<file path="src/rtl/vectored_interrupt_controller_64_defines.svh">
// Assertion helpers used by the controller RTL.
`ifndef VECTORED_INTERRUPT_CONTROLLER_64_DEFINES_SVH
`define VECTORED_INTERRUPT_CONTROLLER_64_DEFINES_SVH

// Same-cycle implication, checked out of reset.
`define VIC_ASSERT_NOW(lbl, ante, cons) \
  lbl: assert property (@(posedge clk_i) disable iff (!rst_ni) (ante) |-> (cons)) \
    else $error("vic64 check failed");

// Next-cycle implication, checked out of reset.
`define VIC_ASSERT_NEXT(lbl, ante, cons) \
  lbl: assert property (@(posedge clk_i) disable iff (!rst_ni) (ante) |=> (cons)) \
    else $error("vic64 check failed");

`endif

</file>
<file path="src/rtl/vic64_pkg.sv">
`timescale 1ns / 1ps
`default_nettype none
package vic64_pkg;

  localparam int NumLines  = 64;
  localparam int LineWordW = 64;
  localparam int NumW      = 7;
  localparam int PrioGrpN  = 8;
  localparam int PrioGrpW  = 8;

  localparam logic [LineWordW-1:0] LineMask = {LineWordW{1'b1}} >> (LineWordW - NumLines);
  localparam logic [NumW-1:0]      NumLinesC = NumW'(NumLines);
  localparam logic [NumW-1:0]      NoneLatched = {NumW{1'b1}};

  typedef enum logic [1:0] {
    ReqRead  = 2'd0,
    ReqWrite = 2'd1,
    ReqLine  = 2'd2
  } req_type_e;

  // Register word indexes
  localparam logic [9:0] RegFsel0    = 10'd0;
  localparam logic [9:0] RegFsel1    = 10'd1;
  localparam logic [9:0] RegEn0      = 10'd2;
  localparam logic [9:0] RegEn1      = 10'd3;
  localparam logic [9:0] RegEnClr0   = 10'd4;
  localparam logic [9:0] RegEnClr1   = 10'd5;
  localparam logic [9:0] RegSoft0    = 10'd6;
  localparam logic [9:0] RegSoft1    = 10'd7;
  localparam logic [9:0] RegSoftClr0 = 10'd8;
  localparam logic [9:0] RegSoftClr1 = 10'd9;
  localparam logic [9:0] RegMask     = 10'd10;
  localparam logic [9:0] RegRaw0     = 10'd12;
  localparam logic [9:0] RegRaw1     = 10'd13;
  localparam logic [9:0] RegPendN0   = 10'd14;
  localparam logic [9:0] RegPendN1   = 10'd15;
  localparam logic [9:0] RegPendF0   = 10'd16;
  localparam logic [9:0] RegPendF1   = 10'd17;
  localparam logic [9:0] RegActN0    = 10'd18;
  localparam logic [9:0] RegActN1    = 10'd19;
  localparam logic [9:0] RegActF0    = 10'd20;
  localparam logic [9:0] RegActF1    = 10'd21;
  localparam logic [9:0] RegActNB0   = 10'd22;
  localparam logic [9:0] RegActNB1   = 10'd23;
  localparam logic [9:0] RegActFB0   = 10'd24;
  localparam logic [9:0] RegActFB1   = 10'd25;
  localparam logic [9:0] RegBaseN    = 10'd28;
  localparam logic [9:0] RegBaseF    = 10'd29;
  localparam logic [9:0] RegTopN     = 10'd30;
  localparam logic [9:0] RegTopF     = 10'd31;
  localparam logic [9:0] RegVecN     = 10'd32;
  localparam logic [9:0] RegVecF     = 10'd33;

  typedef struct packed {
    logic [1:0]  req_type;
    logic [9:0]  reg_index;
    logic [31:0] write_data;
    logic [5:0]  line_number;
    logic        line_level;
  } vic64_req_t;

  typedef struct packed {
    logic [31:0] read_data;
    logic        irq_out;
    logic        fiq_out;
    logic        bad_offset;
  } vic64_rsp_t;

  function automatic logic [31:0] get_half(input logic [LineWordW-1:0] w, input logic hi);
    return hi ? w[63:32] : w[31:0];
  endfunction

  function automatic logic [LineWordW-1:0] put_half(input logic [LineWordW-1:0] w,
                                                    input logic hi, input logic [31:0] v);
    logic [LineWordW-1:0] r;
    r = w;
    if (hi) begin
      r[63:32] = v;
    end else begin
      r[31:0] = v;
    end
    return r & LineMask;
  endfunction

endpackage
`default_nettype wire

</file>
<file path="src/rtl/vic64_prio.sv">
`timescale 1ns / 1ps
`default_nettype none
// Highest set bit of a 64-bit word, all ones when the word is zero.
// Two levels: highest bit inside each byte, then highest non-empty byte.
module vic64_prio (
  input  logic [vic64_pkg::LineWordW-1:0] word_i,
  output logic [vic64_pkg::NumW-1:0]      num_o
);

  logic [vic64_pkg::PrioGrpN-1:0] grp_any;
  logic [2:0]                     grp_idx [vic64_pkg::PrioGrpN];
  logic [2:0]                     grp_sel;

  always_comb begin
    for (int g = 0; g < vic64_pkg::PrioGrpN; g++) begin
      grp_any[g] = |word_i[g*vic64_pkg::PrioGrpW +: vic64_pkg::PrioGrpW];
      grp_idx[g] = '0;
      for (int b = 0; b < vic64_pkg::PrioGrpW; b++) begin
        if (word_i[g*vic64_pkg::PrioGrpW + b]) begin
          grp_idx[g] = 3'(b);
        end
      end
    end
  end

  always_comb begin
    grp_sel = '0;
    for (int g = 0; g < vic64_pkg::PrioGrpN; g++) begin
      if (grp_any[g]) begin
        grp_sel = 3'(g);
      end
    end
  end

  assign num_o = (|grp_any) ? {1'b0, grp_sel, grp_idx[grp_sel]} : vic64_pkg::NoneLatched;

endmodule
`default_nettype wire

</file>
<file path="src/rtl/vectored_interrupt_controller_64.sv">
`timescale 1ns / 1ps
`default_nettype none
// Channel  | Valid       | Stall        | Payload
// request  | in_valid_i  | in_stall_o   | in_req_i  (vic64_req_t)
// response | out_valid_o | out_stall_i  | out_rsp_o (vic64_rsp_t)
//
// One request per cycle while the response is not stalled; an accepted request
// passes the input register, then the decode/update logic into the response register.
// The longest path is the 64-bit priority encode feeding the read mux.
// Reset clears all line words, the mask, the table bases and sets both latched
// numbers to none. A stalled response holds the request register; the request
// side stalls only while both registers are full and the response is stalled.
module vectored_interrupt_controller_64 (
  input  logic                   clk_i,
  input  logic                   rst_ni,
  input  logic                   in_valid_i,
  output logic                   in_stall_o,
  input  vic64_pkg::vic64_req_t  in_req_i,
  output logic                   out_valid_o,
  input  logic                   out_stall_i,
  output vic64_pkg::vic64_rsp_t  out_rsp_o
);

  logic                   in_valid_q;
  vic64_pkg::vic64_req_t  in_q;
  logic                   out_valid_q;
  vic64_pkg::vic64_rsp_t  out_q, rsp_d;
  logic                   advance, in_accept;

  logic [63:0] fsel_q, fsel_d, en_q, en_d, soft_q, soft_d, raw_q, raw_d;
  logic [1:0]  mask_q, mask_d;
  logic [31:0] base_n_q, base_n_d, base_f_q, base_f_d;
  logic [6:0]  lat_n_q, lat_n_d, lat_f_q, lat_f_d;

  logic [63:0] pn_q, pf_q, pn_d, pf_d;
  logic [6:0]  top_n, top_f;
  logic        hi, idx_ok, is_access;

  assign advance    = in_valid_q && (!out_valid_q || !out_stall_i);
  assign in_stall_o = in_valid_q && !advance;
  assign in_accept  = in_valid_i && !in_stall_o;

  assign pn_q = (soft_q | raw_q) & ~fsel_q & en_q;
  assign pf_q = (soft_q | raw_q) & fsel_q & en_q;

  vic64_prio u_prio_n (.word_i(pn_q), .num_o(top_n));
  vic64_prio u_prio_f (.word_i(pf_q), .num_o(top_f));

  assign hi = in_q.reg_index[0];

  always_comb begin
    unique case (in_q.reg_index)
      vic64_pkg::RegFsel0, vic64_pkg::RegFsel1, vic64_pkg::RegEn0, vic64_pkg::RegEn1,
      vic64_pkg::RegEnClr0, vic64_pkg::RegEnClr1, vic64_pkg::RegSoft0, vic64_pkg::RegSoft1,
      vic64_pkg::RegSoftClr0, vic64_pkg::RegSoftClr1, vic64_pkg::RegMask,
      vic64_pkg::RegRaw0, vic64_pkg::RegRaw1, vic64_pkg::RegPendN0, vic64_pkg::RegPendN1,
      vic64_pkg::RegPendF0, vic64_pkg::RegPendF1, vic64_pkg::RegActN0, vic64_pkg::RegActN1,
      vic64_pkg::RegActF0, vic64_pkg::RegActF1, vic64_pkg::RegActNB0, vic64_pkg::RegActNB1,
      vic64_pkg::RegActFB0, vic64_pkg::RegActFB1, vic64_pkg::RegBaseN, vic64_pkg::RegBaseF,
      vic64_pkg::RegTopN, vic64_pkg::RegTopF, vic64_pkg::RegVecN,
      vic64_pkg::RegVecF: idx_ok = 1'b1;
      default:            idx_ok = 1'b0;
    endcase
  end

  assign is_access = (in_q.req_type == vic64_pkg::ReqRead) ||
                     (in_q.req_type == vic64_pkg::ReqWrite);

  always_comb begin
    rsp_d    = '0;
    fsel_d   = fsel_q;
    en_d     = en_q;
    soft_d   = soft_q;
    raw_d    = raw_q;
    mask_d   = mask_q;
    base_n_d = base_n_q;
    base_f_d = base_f_q;
    lat_n_d  = lat_n_q;
    lat_f_d  = lat_f_q;

    unique case (vic64_pkg::req_type_e'(in_q.req_type))
      vic64_pkg::ReqRead: begin
        unique case (in_q.reg_index)
          vic64_pkg::RegFsel0, vic64_pkg::RegFsel1:
            rsp_d.read_data = vic64_pkg::get_half(fsel_q, hi);
          vic64_pkg::RegEn0, vic64_pkg::RegEn1:
            rsp_d.read_data = vic64_pkg::get_half(en_q, hi);
          vic64_pkg::RegSoft0, vic64_pkg::RegSoft1:
            rsp_d.read_data = vic64_pkg::get_half(soft_q, hi);
          vic64_pkg::RegMask:
            rsp_d.read_data = {30'd0, mask_q};
          vic64_pkg::RegRaw0, vic64_pkg::RegRaw1:
            rsp_d.read_data = vic64_pkg::get_half(raw_q, hi);
          vic64_pkg::RegPendN0, vic64_pkg::RegPendN1:
            rsp_d.read_data = vic64_pkg::get_half((soft_q | raw_q) & ~fsel_q, hi);
          vic64_pkg::RegPendF0, vic64_pkg::RegPendF1:
            rsp_d.read_data = vic64_pkg::get_half((soft_q | raw_q) & fsel_q, hi);
          vic64_pkg::RegActN0, vic64_pkg::RegActN1, vic64_pkg::RegActNB0,
          vic64_pkg::RegActNB1:
            rsp_d.read_data = vic64_pkg::get_half(pn_q, hi);
          vic64_pkg::RegActF0, vic64_pkg::RegActF1, vic64_pkg::RegActFB0,
          vic64_pkg::RegActFB1:
            rsp_d.read_data = vic64_pkg::get_half(pf_q, hi);
          vic64_pkg::RegBaseN: rsp_d.read_data = base_n_q;
          vic64_pkg::RegBaseF: rsp_d.read_data = base_f_q;
          vic64_pkg::RegTopN: begin
            lat_n_d = top_n;
            rsp_d.read_data = (top_n == vic64_pkg::NoneLatched) ? '1 : {25'd0, top_n};
          end
          vic64_pkg::RegTopF: begin
            lat_f_d = top_f;
            rsp_d.read_data = (top_f == vic64_pkg::NoneLatched) ? '1 : {25'd0, top_f};
          end
          vic64_pkg::RegVecN:
            rsp_d.read_data = (lat_n_q == vic64_pkg::NoneLatched) ? '0 :
                              base_n_q + {23'd0, lat_n_q, 2'b00};
          vic64_pkg::RegVecF:
            rsp_d.read_data = (lat_f_q == vic64_pkg::NoneLatched) ? '0 :
                              base_f_q + {23'd0, lat_f_q, 2'b00};
          default: rsp_d.read_data = '0;
        endcase
      end
      vic64_pkg::ReqWrite: begin
        unique case (in_q.reg_index)
          vic64_pkg::RegFsel0, vic64_pkg::RegFsel1:
            fsel_d = vic64_pkg::put_half(fsel_q, hi, in_q.write_data);
          vic64_pkg::RegEn0, vic64_pkg::RegEn1:
            en_d = vic64_pkg::put_half(en_q, hi, in_q.write_data);
          vic64_pkg::RegEnClr0, vic64_pkg::RegEnClr1:
            en_d = vic64_pkg::put_half(en_q, hi,
                     vic64_pkg::get_half(en_q, hi) & ~in_q.write_data);
          vic64_pkg::RegSoft0, vic64_pkg::RegSoft1:
            soft_d = vic64_pkg::put_half(soft_q, hi, in_q.write_data);
          vic64_pkg::RegSoftClr0, vic64_pkg::RegSoftClr1:
            soft_d = vic64_pkg::put_half(soft_q, hi,
                       vic64_pkg::get_half(soft_q, hi) & ~in_q.write_data);
          vic64_pkg::RegMask:  mask_d   = in_q.write_data[1:0];
          vic64_pkg::RegBaseN: base_n_d = in_q.write_data;
          vic64_pkg::RegBaseF: base_f_d = in_q.write_data;
          default: ;
        endcase
      end
      vic64_pkg::ReqLine: begin
        // drop changes on lines past the configured count
        if ({1'b0, in_q.line_number} < vic64_pkg::NumLinesC) begin
          soft_d[in_q.line_number] = in_q.line_level;
          raw_d[in_q.line_number]  = in_q.line_level;
        end
      end
      default: ;
    endcase

    rsp_d.bad_offset = is_access && !idx_ok;
    rsp_d.irq_out    = (|pn_d) && !mask_d[0];
    rsp_d.fiq_out    = (|pf_d) && !mask_d[1];
  end

  assign pn_d = (soft_d | raw_d) & ~fsel_d & en_d;
  assign pf_d = (soft_d | raw_d) & fsel_d & en_d;

  always_ff @(posedge clk_i or negedge rst_ni) begin
    if (!rst_ni) begin
      in_valid_q  <= 1'b0;
      out_valid_q <= 1'b0;
      fsel_q      <= '0;
      en_q        <= '0;
      soft_q      <= '0;
      raw_q       <= '0;
      mask_q      <= '0;
      base_n_q    <= '0;
      base_f_q    <= '0;
      lat_n_q     <= vic64_pkg::NoneLatched;
      lat_f_q     <= vic64_pkg::NoneLatched;
    end else begin
      in_valid_q  <= in_accept || (in_valid_q && !advance);
      out_valid_q <= advance || (out_valid_q && out_stall_i);
      if (advance) begin
        fsel_q   <= fsel_d;
        en_q     <= en_d;
        soft_q   <= soft_d;
        raw_q    <= raw_d;
        mask_q   <= mask_d;
        base_n_q <= base_n_d;
        base_f_q <= base_f_d;
        lat_n_q  <= lat_n_d;
        lat_f_q  <= lat_f_d;
      end
    end
  end

  always_ff @(posedge clk_i) begin
    if (in_accept) begin
      in_q <= in_req_i;
    end
    if (advance) begin
      out_q <= rsp_d;
    end
  end

  assign out_valid_o = out_valid_q;
  assign out_rsp_o   = out_q;

`include "vectored_interrupt_controller_64_defines.svh"

  `VIC_ASSERT_NOW(a_stall_only_when_blocked, in_stall_o, out_valid_o && out_stall_i)
  `VIC_ASSERT_NEXT(a_advance_fills_output, advance, out_valid_o)
  `VIC_ASSERT_NEXT(a_irq_tracks_state, advance,
                   out_rsp_o.irq_out == ((|pn_q) && !mask_q[0]))
  `VIC_ASSERT_NEXT(a_fiq_tracks_state, advance,
                   out_rsp_o.fiq_out == ((|pf_q) && !mask_q[1]))
  `VIC_ASSERT_NEXT(a_bad_offset_no_change, advance && rsp_d.bad_offset,
                   $stable(fsel_q) && $stable(en_q) && $stable(soft_q) && $stable(mask_q))

endmodule
`default_nettype wire
</file>
<file path="config.mk">
export PLATFORM = sky130hd
export DESIGN_NAME = vectored_interrupt_controller_64
export DESIGN_NICKNAME = d
export VERILOG_FILES = /design/src/rtl/vic64_pkg.sv /design/src/rtl/vic64_prio.sv /design/src/rtl/vectored_interrupt_controller_64.sv
export VERILOG_INCLUDE_DIRS = /design/src /design/src/rtl
export SDC_FILE = /design/constraint.sdc
export NUM_CORES = 2
export LEC_CHECK = 0
export BUFFER_PORTS_ARGS = -buffer_cell sky130_fd_sc_hd__buf_2
export CAP_MARGIN = 10
export CORE_UTILIZATION = 25
export DETAILED_ROUTE_END_ITERATION = 8
export MAX_ROUTING_LAYER = met4
export PLACE_DENSITY = 0.52
export SETUP_SLACK_MARGIN = 0.2
export SYNTH_ARGS = -nofsm -noshare
export SYNTH_HDL_FRONTEND = slang
export SYNTH_SLANG_ARGS = --single-unit
</file>
<file path="constraint.sdc">
create_clock -name clk_i -period 3.6 [get_ports clk_i]
set_clock_uncertainty 0.05 [all_clocks]
set_input_delay 0.72 -clock clk_i [delete_from_list [all_inputs] [get_ports clk_i]]
set_output_delay 0.72 -clock clk_i [all_outputs]
set_load 0.005 [all_outputs]
</file>
==> results.json <==
{
  "synth_ff_type": "dfrtp_1",
  "syn_to_final_growth_pct": 52.40,
  "violations": "setup timing",
  "ant_nets": 0,
  "num_rows": 133,
  "met1_usage_pct": 55.18,
  "max_freq_mhz": 242.4,
  "yosys.cell_types.count": 100,
  "final-setup-viol-count": 2,
  "clockRootBuffer": "clkbuf_16",
  "ys_ff_latch": 425,
  "power.total_mw": 17.58,
  "wl_per_cell_um": 38.41,
  "hp-class": "in2reg",
  "syn_inst": 4030,
  "met3_usage_pct": 9.137,
  "setup_tns_ns": -0.7078,
  "gr-total-overflow": 0,
  "synth_area_mm2": 0.03328,
  "fin_nets": 5338,
  "yosysTopAreaCell": "dfrtp_1",
  "path_max_fanout": 7,
  "synth.avg_cell_area_um2": 8.257,
  "portBuffers": 91,
  "synth-seq-area-share_pct": 33.29,
  "clkTransAtPathRegs_ns": 0.06,
  "clock_latency_ns": 0.75,
  "fillers": 13530,
  "cp_data_arrival_time_ns": 4.53,
  "vias": 42320,
  "grt_pass1_wl_um": 357400,
  "synth_most_common_cell": "nand2_1",
  "syn-num-nets": 4104,
  "final_cells": 7091,
  "initial_core_util_pct": 25.25,
  "drt-initial-drc-count": 6257,
  "busiest_layer": "met1",
  "cts_sinks": 425,
  "ctsHtreeMaxLevel": 2,
  "routed_wl_um": 272400,
  "gp_congestion": 1.140,
  "grt_usage_pct": 40.13,
  "place_area_mm2": 0.04594,
  "met2_usage_pct": 54.09,
  "worstMarginPinSlew_ns": 0.9864,
  "timing_hold_violations_final": 0,
  "rsz0062_at_grt": "true",
  "async_flop_share_pct": 79.53,
  "p_per_area_mw_per_mm2": 346.6,
  "final_area_mm2": 0.05071,
  "leakagePower_nw": 21.97,
  "cts_buffer_depth": 3,
  "core_mm2": 0.1318,
  "yosysTopAreaCellShare_pct": 24.37,
  "io_pins": 92,
  "cts_buffers": 60,
  "synth-edff-count": 86,
  "fp.dieH_um": 366.8,
  "fp.dieW_um": 366.8,
  "slew_viol_final": 0,
  "fin_crit_ns": 4.125,
  "ir_worst_vdd_v": 0.0003661,
  "antenna_found_initial": 16,
  "drive_gt1_share_pct": 39.99,
  "period_share_pct": 114.6,
  "crit_required_ns": 4.01,
  "start_kind": "register",
  "dp_cells": 6863,
  "drv_cap": 0,
  "dp_hpwl_um": 221500,
  "cts_tree": "built",
  "end_kind": "register",
  "drc_errors": 0,
  "synth_area_leaders": "dfrtp_1 (24%), edfxtp_1 (7.8%), o21ai_0 (6.5%)",
  "yosys_warnings": 0,
  "viasPerCell": 5.968,
  "worstSetupPathType": "reg2reg",
  "setup_ws_ns": -0.5255,
  "grt_pass1_vias": 39280,
  "status": "complete, but fails checks",
  "first_pass_iters": 9,
  "synth_common_cells": "nand2_1 (459), o21ai_0 (430), dfrtp_1 (324)",
  "relSlewSlack_pct": 33.73,
  "grt_max_degree": 112,
  "holdWs_ns": 0.1326,
  "die_area_mm2": 0.1346
}
==> timing repair <==
| action | CTS | global route |
|---|---|---|
| setup buffers | 44 | 45 |
| gates cloned | 1 | 3 |
| pin swaps | 49 | 86 |
| resized for setup | 203 | 172 |
| endpoints found under the hold margin | 50 | 0 |
| hold buffers | 1 | 0 |
| setup endpoints to repair | 37 | 40 |
==> logic make-up after synthesis <==
family | Yosys count | synth area share [%]
AND/OR/NAND/NOR | 1223 | 17.70
multiplexers | 343 | 10.91
adder cells (fa/ha/maj) | 19 | 0.7595
AO/OA/AOI/OAI | 1515 | 30.57
XOR/XNOR | 52 | 1.369
buffers and inverters | 453 | 5.403
flip-flops | 425 | 33.29
==> layout by cell type (no fill, tap or decap), types with 22 or more instances in the layout <==
cell type	synthesis	final
nor3_1	88	73
mux2i_1	195	181
o221ai_1	57	48
o22ai_1	59	56
xnor2_1	30	30
clkbuf_16	0	65
o211ai_1	123	123
nor4_1	34	22
buf_12	0	90
buf_6	2	39
nor2_1	284	275
o22a_1	28	28
inv_1	71	68
o21a_1	24	23
nand4_1	39	39
dfrtp_2	0	26
nand2_1	459	451
a21oi_1	238	228
buf_4	2	1320
a22oi_1	58	56
dfrtp_1	324	298
nand3_1	83	79
edfxtp_1	86	86
a221oi_1	39	30
o21ai_0	430	402
nand2b_1	33	32
a211oi_1	31	26
xor2_1	22	22
buf_2	60	90
mux2_2	146	144
a31oi_1	88	84
==> where the power goes <==
group | switching, mW | total [mW] | internal (mW)
Combinational | 3.16 | 5.13 | 1.96
Sequential | 0.461 | 5.68 | 5.22
Clock | 2.73 | 6.76 | 4.04
Total | 6.35 | 17.6 | 11.2
==> final timing paths <==
check                            start      endpoint  slack [ns]  depth (start not counted)
min                        in_req_i[8]       in_q[8]        0.13                          1
min in group asynchronous       rst_ni     soft_q[4]        0.54                          2
max in group asynchronous       rst_ni    soft_q[58]        1.96                          3
min reg2reg                 lat_n_q[6]    lat_n_q[6]        0.45                          2
max                           in_q[42]  out_rsp_o[1]       -0.53                         16
max reg2reg                   in_q[42]  out_rsp_o[1]       -0.53                         16
==> stage by stage <==
| step | setup WS [ns] | utilization, % |
|---|---|---|
| after floorplan | 0.2291 | - |
| after global placement | -1.214 | 34.85 |
| after detailed placement | -1.315 | 34.86 |
| after CTS | -0.4647 | 37.53 |
| after global routing | -0.5149 | 38.46 |
| final | -0.5255 | 38.48 |
==> final cells by class <==
class,count,area [um2],area share (%)
repair buffers,1553,12860,25.36
clock buffers,84,1744,3.439
diodes,20,50.05,0.09869
inverters,72,279.0,0.5502
clock inverters,30,462.9,0.9129
flip-flops and latches,425,11110,21.91
well taps,1755,2196,4.330
multi-input cells,3152,22010,43.40
==> flip-flops by register name, indices dropped and copies added (netlist names), 2 cells and up, named ones only <==
signal and flops:
en_q 64, fsel_q 64, raw_q 64, lat_n_q 7
out_rsp_o 35, in_q 50, base_n_q 32, mask_q 2
base_f_q 32, lat_f_q 7, soft_q 64
==> metal layers <==
metal	vias to the layer above	wire length (um)
li1	17880	-
met1	21180	118700
met2	2762	108400
met3	498	28110
met4	0	17150
met5	-	0
==> critical path, cell delays in order, from the launching register on <==
cell       delay, ns
edfxtp_1        0.40
buf_4           0.15
and3b_2         0.30
buf_4           0.16
buf_4           0.17
buf_4           0.19
mux2i_1         0.11
o221ai_1        0.24
a31oi_1         0.15
buf_4           0.19
o2111ai_1       0.10
buf_4           0.20
o2111ai_1       0.21
nor4_2          0.33
nand4_1         0.40
buf_4           0.28
o31a_1          0.24
No activity file was read; power rests on OpenSTA's default activity.
